### config.mk
export PLATFORM = sky130hd
export DESIGN_NAME = cme_ctrl
export DESIGN_NICKNAME = d
export VERILOG_FILES = /design/src/cme_pkg.sv /design/src/cme_ctrl.sv
export SDC_FILE = /design/constraint.sdc
export NUM_CORES = 1
export LEC_CHECK = 0
export ABC_AREA = 1
export BUFFER_PORTS_ARGS = -buffer_cell sky130_fd_sc_hd__buf_2
export CORE_AREA = 4 4 41 43
export DETAILED_ROUTE_END_ITERATION = 7
export DIE_AREA = 0 0 45 47
export PLACE_DENSITY_LB_ADDON = 0.08
export SLEW_MARGIN = 20
export SYNTH_ARGS = -nofsm -noshare
export SYNTH_HDL_FRONTEND = slang
export SYNTH_SLANG_ARGS = --single-unit
### constraint.sdc
create_clock -name i_clk -period 1.2 [get_ports i_clk]
set_input_delay 0.06 -clock i_clk [delete_from_list [all_inputs] [get_ports i_clk]]
set_output_delay 0.06 -clock i_clk [all_outputs]
set_load 0.03 [all_outputs]
### src/cme_pkg.sv
// Package for the classification metrics engine: shared types, constants, FSM states.
// No dependencies.
package cme_pkg;

    localparam int MAX_LABELS_DEF = 16;
    localparam int COUNT_BITS_DEF = 32;
    localparam int Q_BITS         = 17;
    localparam int LABEL_BITS     = 16;
    localparam logic [16:0] Q_ONE = 17'h10000;

    localparam logic [1:0] SEL_ACCURACY  = 2'd0;
    localparam logic [1:0] SEL_PRECISION = 2'd1;
    localparam logic [1:0] SEL_RECALL    = 2'd2;
    localparam logic [1:0] SEL_FMEASURE  = 2'd3;
    localparam logic [1:0] SEL_RESET     = SEL_FMEASURE;

    typedef enum logic [3:0] {
        ST_IDLE,
        ST_SCAN,
        ST_DIV_P,
        ST_DIV_R,
        ST_DIV_F,
        ST_ROW,
        ST_AVG_P,
        ST_AVG_R,
        ST_AVG_F,
        ST_ACC,
        ST_SUM,
        ST_CLEAR
    } t_state;

    // controller -> datapath
    typedef struct packed {
        logic count_en;     // count the accepted sample
        logic idx_clr;      // restart entry walk
        logic idx_inc;      // advance entry walk
        logic div_start;    // start the shared divider
        logic [2:0] div_op; // which quotient to form
        logic row_load;     // load class row into output register
        logic sum_load;     // load summary row into output register
        logic clear;        // clear table
    } t_cmd;

    localparam logic [2:0] OP_P   = 3'd0;
    localparam logic [2:0] OP_R   = 3'd1;
    localparam logic [2:0] OP_F   = 3'd2;
    localparam logic [2:0] OP_AVP = 3'd3;
    localparam logic [2:0] OP_AVR = 3'd4;
    localparam logic [2:0] OP_AVF = 3'd5;
    localparam logic [2:0] OP_ACC = 3'd6;

    // datapath -> controller
    typedef struct packed {
        logic idx_end;      // walk index past used entries
        logic is_class;     // current entry carries the class flag
        logic div_busy;     // divider working
        logic out_full;     // output register holds an untaken row
    } t_status;

endpackage

### src/cme_ctrl.sv
// Controller state machine of the classification metrics engine.
// Depends on cme_pkg.
module cme_ctrl (
    input  logic              i_clk,
    input  logic              i_rst_n,
    input  logic              i_in_fire,
    input  logic              i_in_last,
    input  cme_pkg::t_status  i_status,
    output logic              o_in_ready,
    output cme_pkg::t_cmd     o_cmd
);
    cme_pkg::t_state r_state, n_state;
    logic r_div_wait, n_div_wait;

    always_ff @(posedge i_clk) begin
        if (!i_rst_n) begin
            r_state    <= cme_pkg::ST_IDLE;
            r_div_wait <= 1'b0;
        end else begin
            r_state    <= n_state;
            r_div_wait <= n_div_wait;
        end
    end

    // divider done when launched and no longer busy
    logic w_div_done;
    assign w_div_done = r_div_wait && !i_status.div_busy;

    always_comb begin
        n_state    = r_state;
        n_div_wait = r_div_wait;
        case (r_state)
            cme_pkg::ST_IDLE: begin
                if (i_in_fire && i_in_last) n_state = cme_pkg::ST_SCAN;
            end
            cme_pkg::ST_SCAN: begin
                if (i_status.idx_end) begin
                    n_state = cme_pkg::ST_AVG_P;
                    n_div_wait = 1'b1;
                end else if (i_status.is_class) begin
                    n_state = cme_pkg::ST_DIV_P;
                    n_div_wait = 1'b1;
                end
            end
            cme_pkg::ST_DIV_P: if (w_div_done) n_state = cme_pkg::ST_DIV_R;
            cme_pkg::ST_DIV_R: if (w_div_done) n_state = cme_pkg::ST_DIV_F;
            cme_pkg::ST_DIV_F: if (w_div_done) begin
                n_state = cme_pkg::ST_ROW;
                n_div_wait = 1'b0;
            end
            cme_pkg::ST_ROW: if (!i_status.out_full) n_state = cme_pkg::ST_SCAN;
            cme_pkg::ST_AVG_P: if (w_div_done) n_state = cme_pkg::ST_AVG_R;
            cme_pkg::ST_AVG_R: if (w_div_done) n_state = cme_pkg::ST_AVG_F;
            cme_pkg::ST_AVG_F: if (w_div_done) n_state = cme_pkg::ST_ACC;
            cme_pkg::ST_ACC: if (w_div_done) begin
                n_state = cme_pkg::ST_SUM;
                n_div_wait = 1'b0;
            end
            cme_pkg::ST_SUM: if (!i_status.out_full) n_state = cme_pkg::ST_CLEAR;
            cme_pkg::ST_CLEAR: n_state = cme_pkg::ST_IDLE;
            default: n_state = cme_pkg::ST_IDLE;
        endcase
    end

    always_comb begin
        o_in_ready = (r_state == cme_pkg::ST_IDLE);
        o_cmd = '0;
        o_cmd.count_en = i_in_fire;
        case (r_state)
            cme_pkg::ST_IDLE: o_cmd.idx_clr = 1'b1;
            cme_pkg::ST_SCAN: begin
                if (i_status.idx_end) begin
                    o_cmd.div_start = 1'b1;
                    o_cmd.div_op = cme_pkg::OP_AVP;
                end else if (i_status.is_class) begin
                    o_cmd.div_start = 1'b1;
                    o_cmd.div_op = cme_pkg::OP_P;
                end else begin
                    o_cmd.idx_inc = 1'b1;
                end
            end
            cme_pkg::ST_DIV_P: begin
                o_cmd.div_start = w_div_done;
                o_cmd.div_op = cme_pkg::OP_R;
            end
            cme_pkg::ST_DIV_R: begin
                o_cmd.div_start = w_div_done;
                o_cmd.div_op = cme_pkg::OP_F;
            end
            cme_pkg::ST_ROW: begin
                o_cmd.row_load = !i_status.out_full;
                o_cmd.idx_inc = !i_status.out_full;
            end
            cme_pkg::ST_AVG_P: begin
                o_cmd.div_start = w_div_done;
                o_cmd.div_op = cme_pkg::OP_AVR;
            end
            cme_pkg::ST_AVG_R: begin
                o_cmd.div_start = w_div_done;
                o_cmd.div_op = cme_pkg::OP_AVF;
            end
            cme_pkg::ST_AVG_F: begin
                o_cmd.div_start = w_div_done;
                o_cmd.div_op = cme_pkg::OP_ACC;
            end
            cme_pkg::ST_SUM: o_cmd.sum_load = !i_status.out_full;
            cme_pkg::ST_CLEAR: o_cmd.clear = 1'b1;
            default: ;
        endcase
    end
endmodule

==> impl_table.tex <==
\begin{tabular}{lr}
\hline
Metric & Value \\
\hline
\multicolumn{2}{l}{\textbf{Flow run}} \\
\quad Number of maximum-capacitance violations & 0 \\
\multicolumn{2}{l}{\textbf{Logic synthesis}} \\
\quad Most common cell in the netlist & sky130\_fd\_sc\_hd\_\_nand2\_1 \\
\quad Syn nets & between 100 and 150 \\
\quad Post-synthesis simple-gate area fraction & 60.5\% \\
\quad Number of instances in the synthesized netlist & 96 \\
\quad Cell Area, Synth & 536 sq um \\
\quad Synth async-reset ratio & 0\% \\
\quad Adder-cell area share of the yosys netlist & 0\% \\
\quad Number of flip-flops and latches in the synthesized netlist & 5 \\
\quad Count of distinct cell types in the synthesized netlist & 17 \\
\quad Cell type with the highest aggregate area in the netlist & sky130\_fd\_sc\_hd\_\_nand2\_1 \\
\quad Synthesized area divided by synthesized cell count & around 5.6 sq um \\
\quad Ranking of synthesized cells by area & sky130\_fd\_sc\_hd\_\_nand2\_1 20\%, sky130\_fd\_sc\_hd\_\_dfxtp\_1 19\%, sky130\_fd\_sc\_hd\_\_nor2\_1 11\% \\
\quad Area share of the leading cell type in the synthesized netlist & 19.6\% \\
\quad Number of warnings reported in the yosys synthesis log & 0 \\
\quad Commonest cells in the synthesized netlist & 28 x sky130\_fd\_sc\_hd\_\_nand2\_1, 16 x sky130\_fd\_sc\_hd\_\_nor2\_1, 7 x sky130\_fd\_sc\_hd\_\_inv\_1 \\
\quad Most frequently used flop master after synthesis & sky130\_fd\_sc\_hd\_\_dfxtp\_1 \\
\quad Count of flip-flops with a built-in enable after synthesis & 0 \\
\quad Fraction of synthesized area in multiplexers & 0\% \\
\quad Sequential cell area fraction in the yosys report & between 10\% and 20\% \\
\quad Synth Area in XOR/XNOR & 0\% \\
\quad Main combinational cell family by area after synthesis & simple AND/OR/NAND/NOR gates \\
\quad Fraction of the mapped netlist area in compound gates & 10.3\% \\
\multicolumn{2}{l}{\textbf{CTS}} \\
\quad Master cell of the clock root buffer & sky130\_fd\_sc\_hd\_\_clkbuf\_4 \\
\quad \# H-tree levels & 1 \\
\quad Clk sink count & 5 \\
\quad Number of buffers added by the clock tree synthesis step & 3 \\
\quad Max clock buf depth & 2 \\
\quad Clock transition at the registers of the reported paths & 40 ps \\
\quad TritonCTS clock tree & yes \\
\quad Skew-Pair Late Insertion Delay & 250 ps \\
\multicolumn{2}{l}{\textbf{Setup path}} \\
\quad Startpoint of the worst register-to-register path & r\_state[2] \\
\quad Gate family responsible for the most delay along the worst path & flip-flops \\
\quad Critical path buffers and inverters & 3 \\
\quad Critical path, cell by cell & inv\_4 > nor2\_4 > nand2\_2 > buf\_6 > o21ai\_2 > buf\_6 \\
\quad Arr. time, crit path & $\sim$1300 ps \\
\quad WP data required & 1140 ps \\
\quad Delay of the slowest cell on the worst path & slightly below 400 ps \\
\quad Worst R2R Setup Slack & -130 ps \\
\quad Launching element of the worst setup path & r\_state[2] \\
\quad Crit start category & flop \\
\quad Largest fanout on the critical path & 4 \\
\quad Capturing element of the worst setup path & o\_cmd[7] \\
\quad Cell depth of the worst setup path & 6 \\
\quad Kind of end point of the critical path & primary output \\
\quad Reg-to-Reg End & r\_state[2] \\
\quad Cell at the slowest stage of the critical path & sky130\_fd\_sc\_hd\_\_dfxtp\_4 \\
\quad Worst Reg2Reg Path Length in Cells & 10 \\
\quad Dominant cell type by count on the critical path & sky130\_fd\_sc\_hd\_\_buf\_6 \\
\quad CP Class & reg -> out \\
\multicolumn{2}{l}{\textbf{Power}} \\
\quad Leakage Power & approximately 0.00048 uW \\
\quad Largest voltage drop on the vdd net & 0.00138 V \\
\quad Power per unit of standard cell area & between 2000 and 3000 nW/um\^{}2 \\
\multicolumn{2}{l}{\textbf{Layout}} \\
\quad Layout Cell Area excl Fill & around 940 sq um \\
\quad Fill cells & approximately 120 \\
\quad Area taken by multi-input logic gates & approximately 460 sq um \\
\quad Post-layout net count & 142 \\
\quad Proportion of layout cells with a drive suffix above 1 & approximately three fifths \\
\quad Register area & 115 sq um \\
\quad Layout-stage area growth over the synthesis result & 75.0\% \\
\quad ANT cells & 0 \\
\multicolumn{2}{l}{\textbf{Status}} \\
\quad Failing checks & negative setup slack \\
\quad Status & complete, but fails checks \\
\multicolumn{2}{l}{\textbf{Floorplan}} \\
\quad Horizontal extent of the die & about 45 microns \\
\quad Site Rows & 13 \\
\quad Area of the placeable core & around 1300 sq um \\
\quad Initial core utilization & 41.2\% \\
\quad Total die area & between 2000 and 2500 sq um \\
\quad Vertical extent of the die & around 47 microns \\
\quad Number of top-level pins & 19 \\
\multicolumn{2}{l}{\textbf{Routing}} \\
\quad Starting DRT DRC Count & 13 \\
\quad Sum of routed wire length over all layers & approximately 1.6 mm \\
\quad Number of vias per cell after detailed routing & between 4 and 5 \\
\quad Vias & approximately 700 \\
\quad WL met1 & around 690 microns \\
\quad DR WL met3 & 75 microns \\
\quad Highest metal used & met4 \\
\quad Remaining design rule violation count & 0 \\
\quad Wire length on met2 & about 800 microns \\
\quad Number of search-and-repair iterations in the first detailed-routing pass & 4 \\
\quad Routed len/inst & 10.8 microns \\
\quad Final antenna-violating net count & 0 \\
\multicolumn{2}{l}{\textbf{Timing}} \\
\quad Setup total negative slack & -1650 ps \\
\quad Achievable frequency & about 720 MHz \\
\quad Post-Route Skew & approximately 4.5 ps \\
\quad Worst Slack Setup Final & -196 ps \\
\quad Number of endpoints failing setup at the final stage & 15 \\
\quad Fraction of the cycle the final worst path needs & 116\% \\
\quad Final hold violation count & 0 \\
\quad Least-Margin Pin Slew & between 200 and 300 ps \\
\quad Total count of max-transition violations in the final report & 0 \\
\quad Post-layout min period & roughly 1400 ps \\
\quad Setup repair after global routing missed its margin & true \\
\quad Headroom to the max-slew limit & 82.4\% \\
\multicolumn{2}{l}{\textbf{Placement}} \\
\quad Post-DP Area & approximately 740 sq um \\
\quad PortBufs & 18 \\
\quad Dpl hpwl & 1.23 mm \\
\quad RePlAce Congestion & around 0.94 \\
\multicolumn{2}{l}{\textbf{Min path}} \\
\quad Path class of the lowest-slack min-delay path & in -> reg \\
\multicolumn{2}{l}{\textbf{GRT}} \\
\quad Vias in the first global route & between 600 and 700 \\
\quad Total global routing overflow & 0 \\
\quad Antenna violations before repair & 0 \\
\quad Total routing usage reported by global routing & between 10\% and 20\% \\
\quad First-pass GRT wire length & approximately 2.6 mm \\
\quad Largest net degree at the start of global routing & 7 \\
\hline
\end{tabular}
metal layers:
metal,up-vias,global-route usage [%]
met5,-,0
met4,0,7.02
met3,2,3.45
met2,16,30.5
met1,301,20.9
li1,376,-
cells by family after synthesis:
family / after synthesis
AOI/OAI and AO/OA: 10
buffers and inverters: 13
DFF: 5
and+or+nand+nor: 68
state kept, by name (all words and copies together), names as in the netlist:
name,flops
r_div_wait,1
r_state,4
area by class of cell:
| type | instances | share of cell area (%) |
|---|---|---|
| multi-input combinational | 78 | 48.9 |
| timing repair buffer | 35 | 28.8 |
| tap | 15 | 2.00 |
| inverter | 11 | 5.21 |
| clock buffer | 4 | 2.80 |
| sequential | 5 | 12.3 |
what timing repair did:
action                     4_1_cts  5_1_grt
hold buffers                     0        0
gates cloned                     0        0
setup endpoints to repair       15       15
gates resized for setup         33       13
pin swaps                        3        4
buffers inserted                 2        2
worst min-delay path by stage:
stage | startpoint | to | slack (ps) | depth (start not counted)
2_1_floorplan | i_rst_n | r_state[1] | 170 | 2
3_3_place_gp | i_rst_n | r_state[1] | 340 | 3
3_5_place_dp | i_rst_n | r_state[1] | 350 | 3
4_1_cts | i_rst_n | r_state[0] | 80 | 3
5_1_grt | i_rst_n | r_state[2] | 110 | 3
6_report | i_rst_n | r_state[0] | 80 | 3
metrics by stage:
stage | hold slack (ps) | setup WS [ps] | instances | power (uW) | utilization [%]
floorplan | 173 | -170 | 96 | 1380 | -
global placement | 341 | -119 | 140 | 1780 | 57.2
detailed placement | 346 | -106 | 140 | 1790 | 57.2
CTS | 75.9 | -224 | 146 | 2290 | 67.5
global route | 107 | -281 | 148 | 2620 | 72.0
finish | 82.7 | -196 | 148 | 2410 | 72.0
power by group:
part | internal, uW | switching, uW
Combinational | 785 | 1050
Clock | 126 | 77.5
Sequential | 252 | 121
Total | 1160 | 1250
worst reg2reg max path, delay by kind of cell (launching register included):
| family | cells | cell delay (ps) |
|---|---|---|
| simple gates | 8 | 640 |
| flops | 1 | 390 |
| buf+inv | 2 | 190 |
cell usage in the layout, fill, tap and decap left out:
cell type                  instances
sky130_fd_sc_hd__nor2_2            7
sky130_fd_sc_hd__a211oi_1          1
sky130_fd_sc_hd__nand3_2           1
sky130_fd_sc_hd__a21oi_4           1
sky130_fd_sc_hd__nand2_2          11
sky130_fd_sc_hd__or2_4             1
sky130_fd_sc_hd__inv_4             3
sky130_fd_sc_hd__nand2_1          23
sky130_fd_sc_hd__dfxtp_4           4
sky130_fd_sc_hd__clkbuf_1          1
sky130_fd_sc_hd__o21ai_1           1
sky130_fd_sc_hd__nor2_4            7
sky130_fd_sc_hd__a21oi_1           4
sky130_fd_sc_hd__nand3_1           5
sky130_fd_sc_hd__o21ai_2           2
sky130_fd_sc_hd__inv_1             5
sky130_fd_sc_hd__dfxtp_1           1
sky130_fd_sc_hd__buf_2             9
sky130_fd_sc_hd__clkbuf_4          3
sky130_fd_sc_hd__inv_2             3
sky130_fd_sc_hd__nor3_2            2
sky130_fd_sc_hd__a21boi_1          1
sky130_fd_sc_hd__buf_4            18
sky130_fd_sc_hd__buf_6             8
sky130_fd_sc_hd__nor2_1           10
sky130_fd_sc_hd__nor3_1            1
Power figures use the tool's default switching activity.
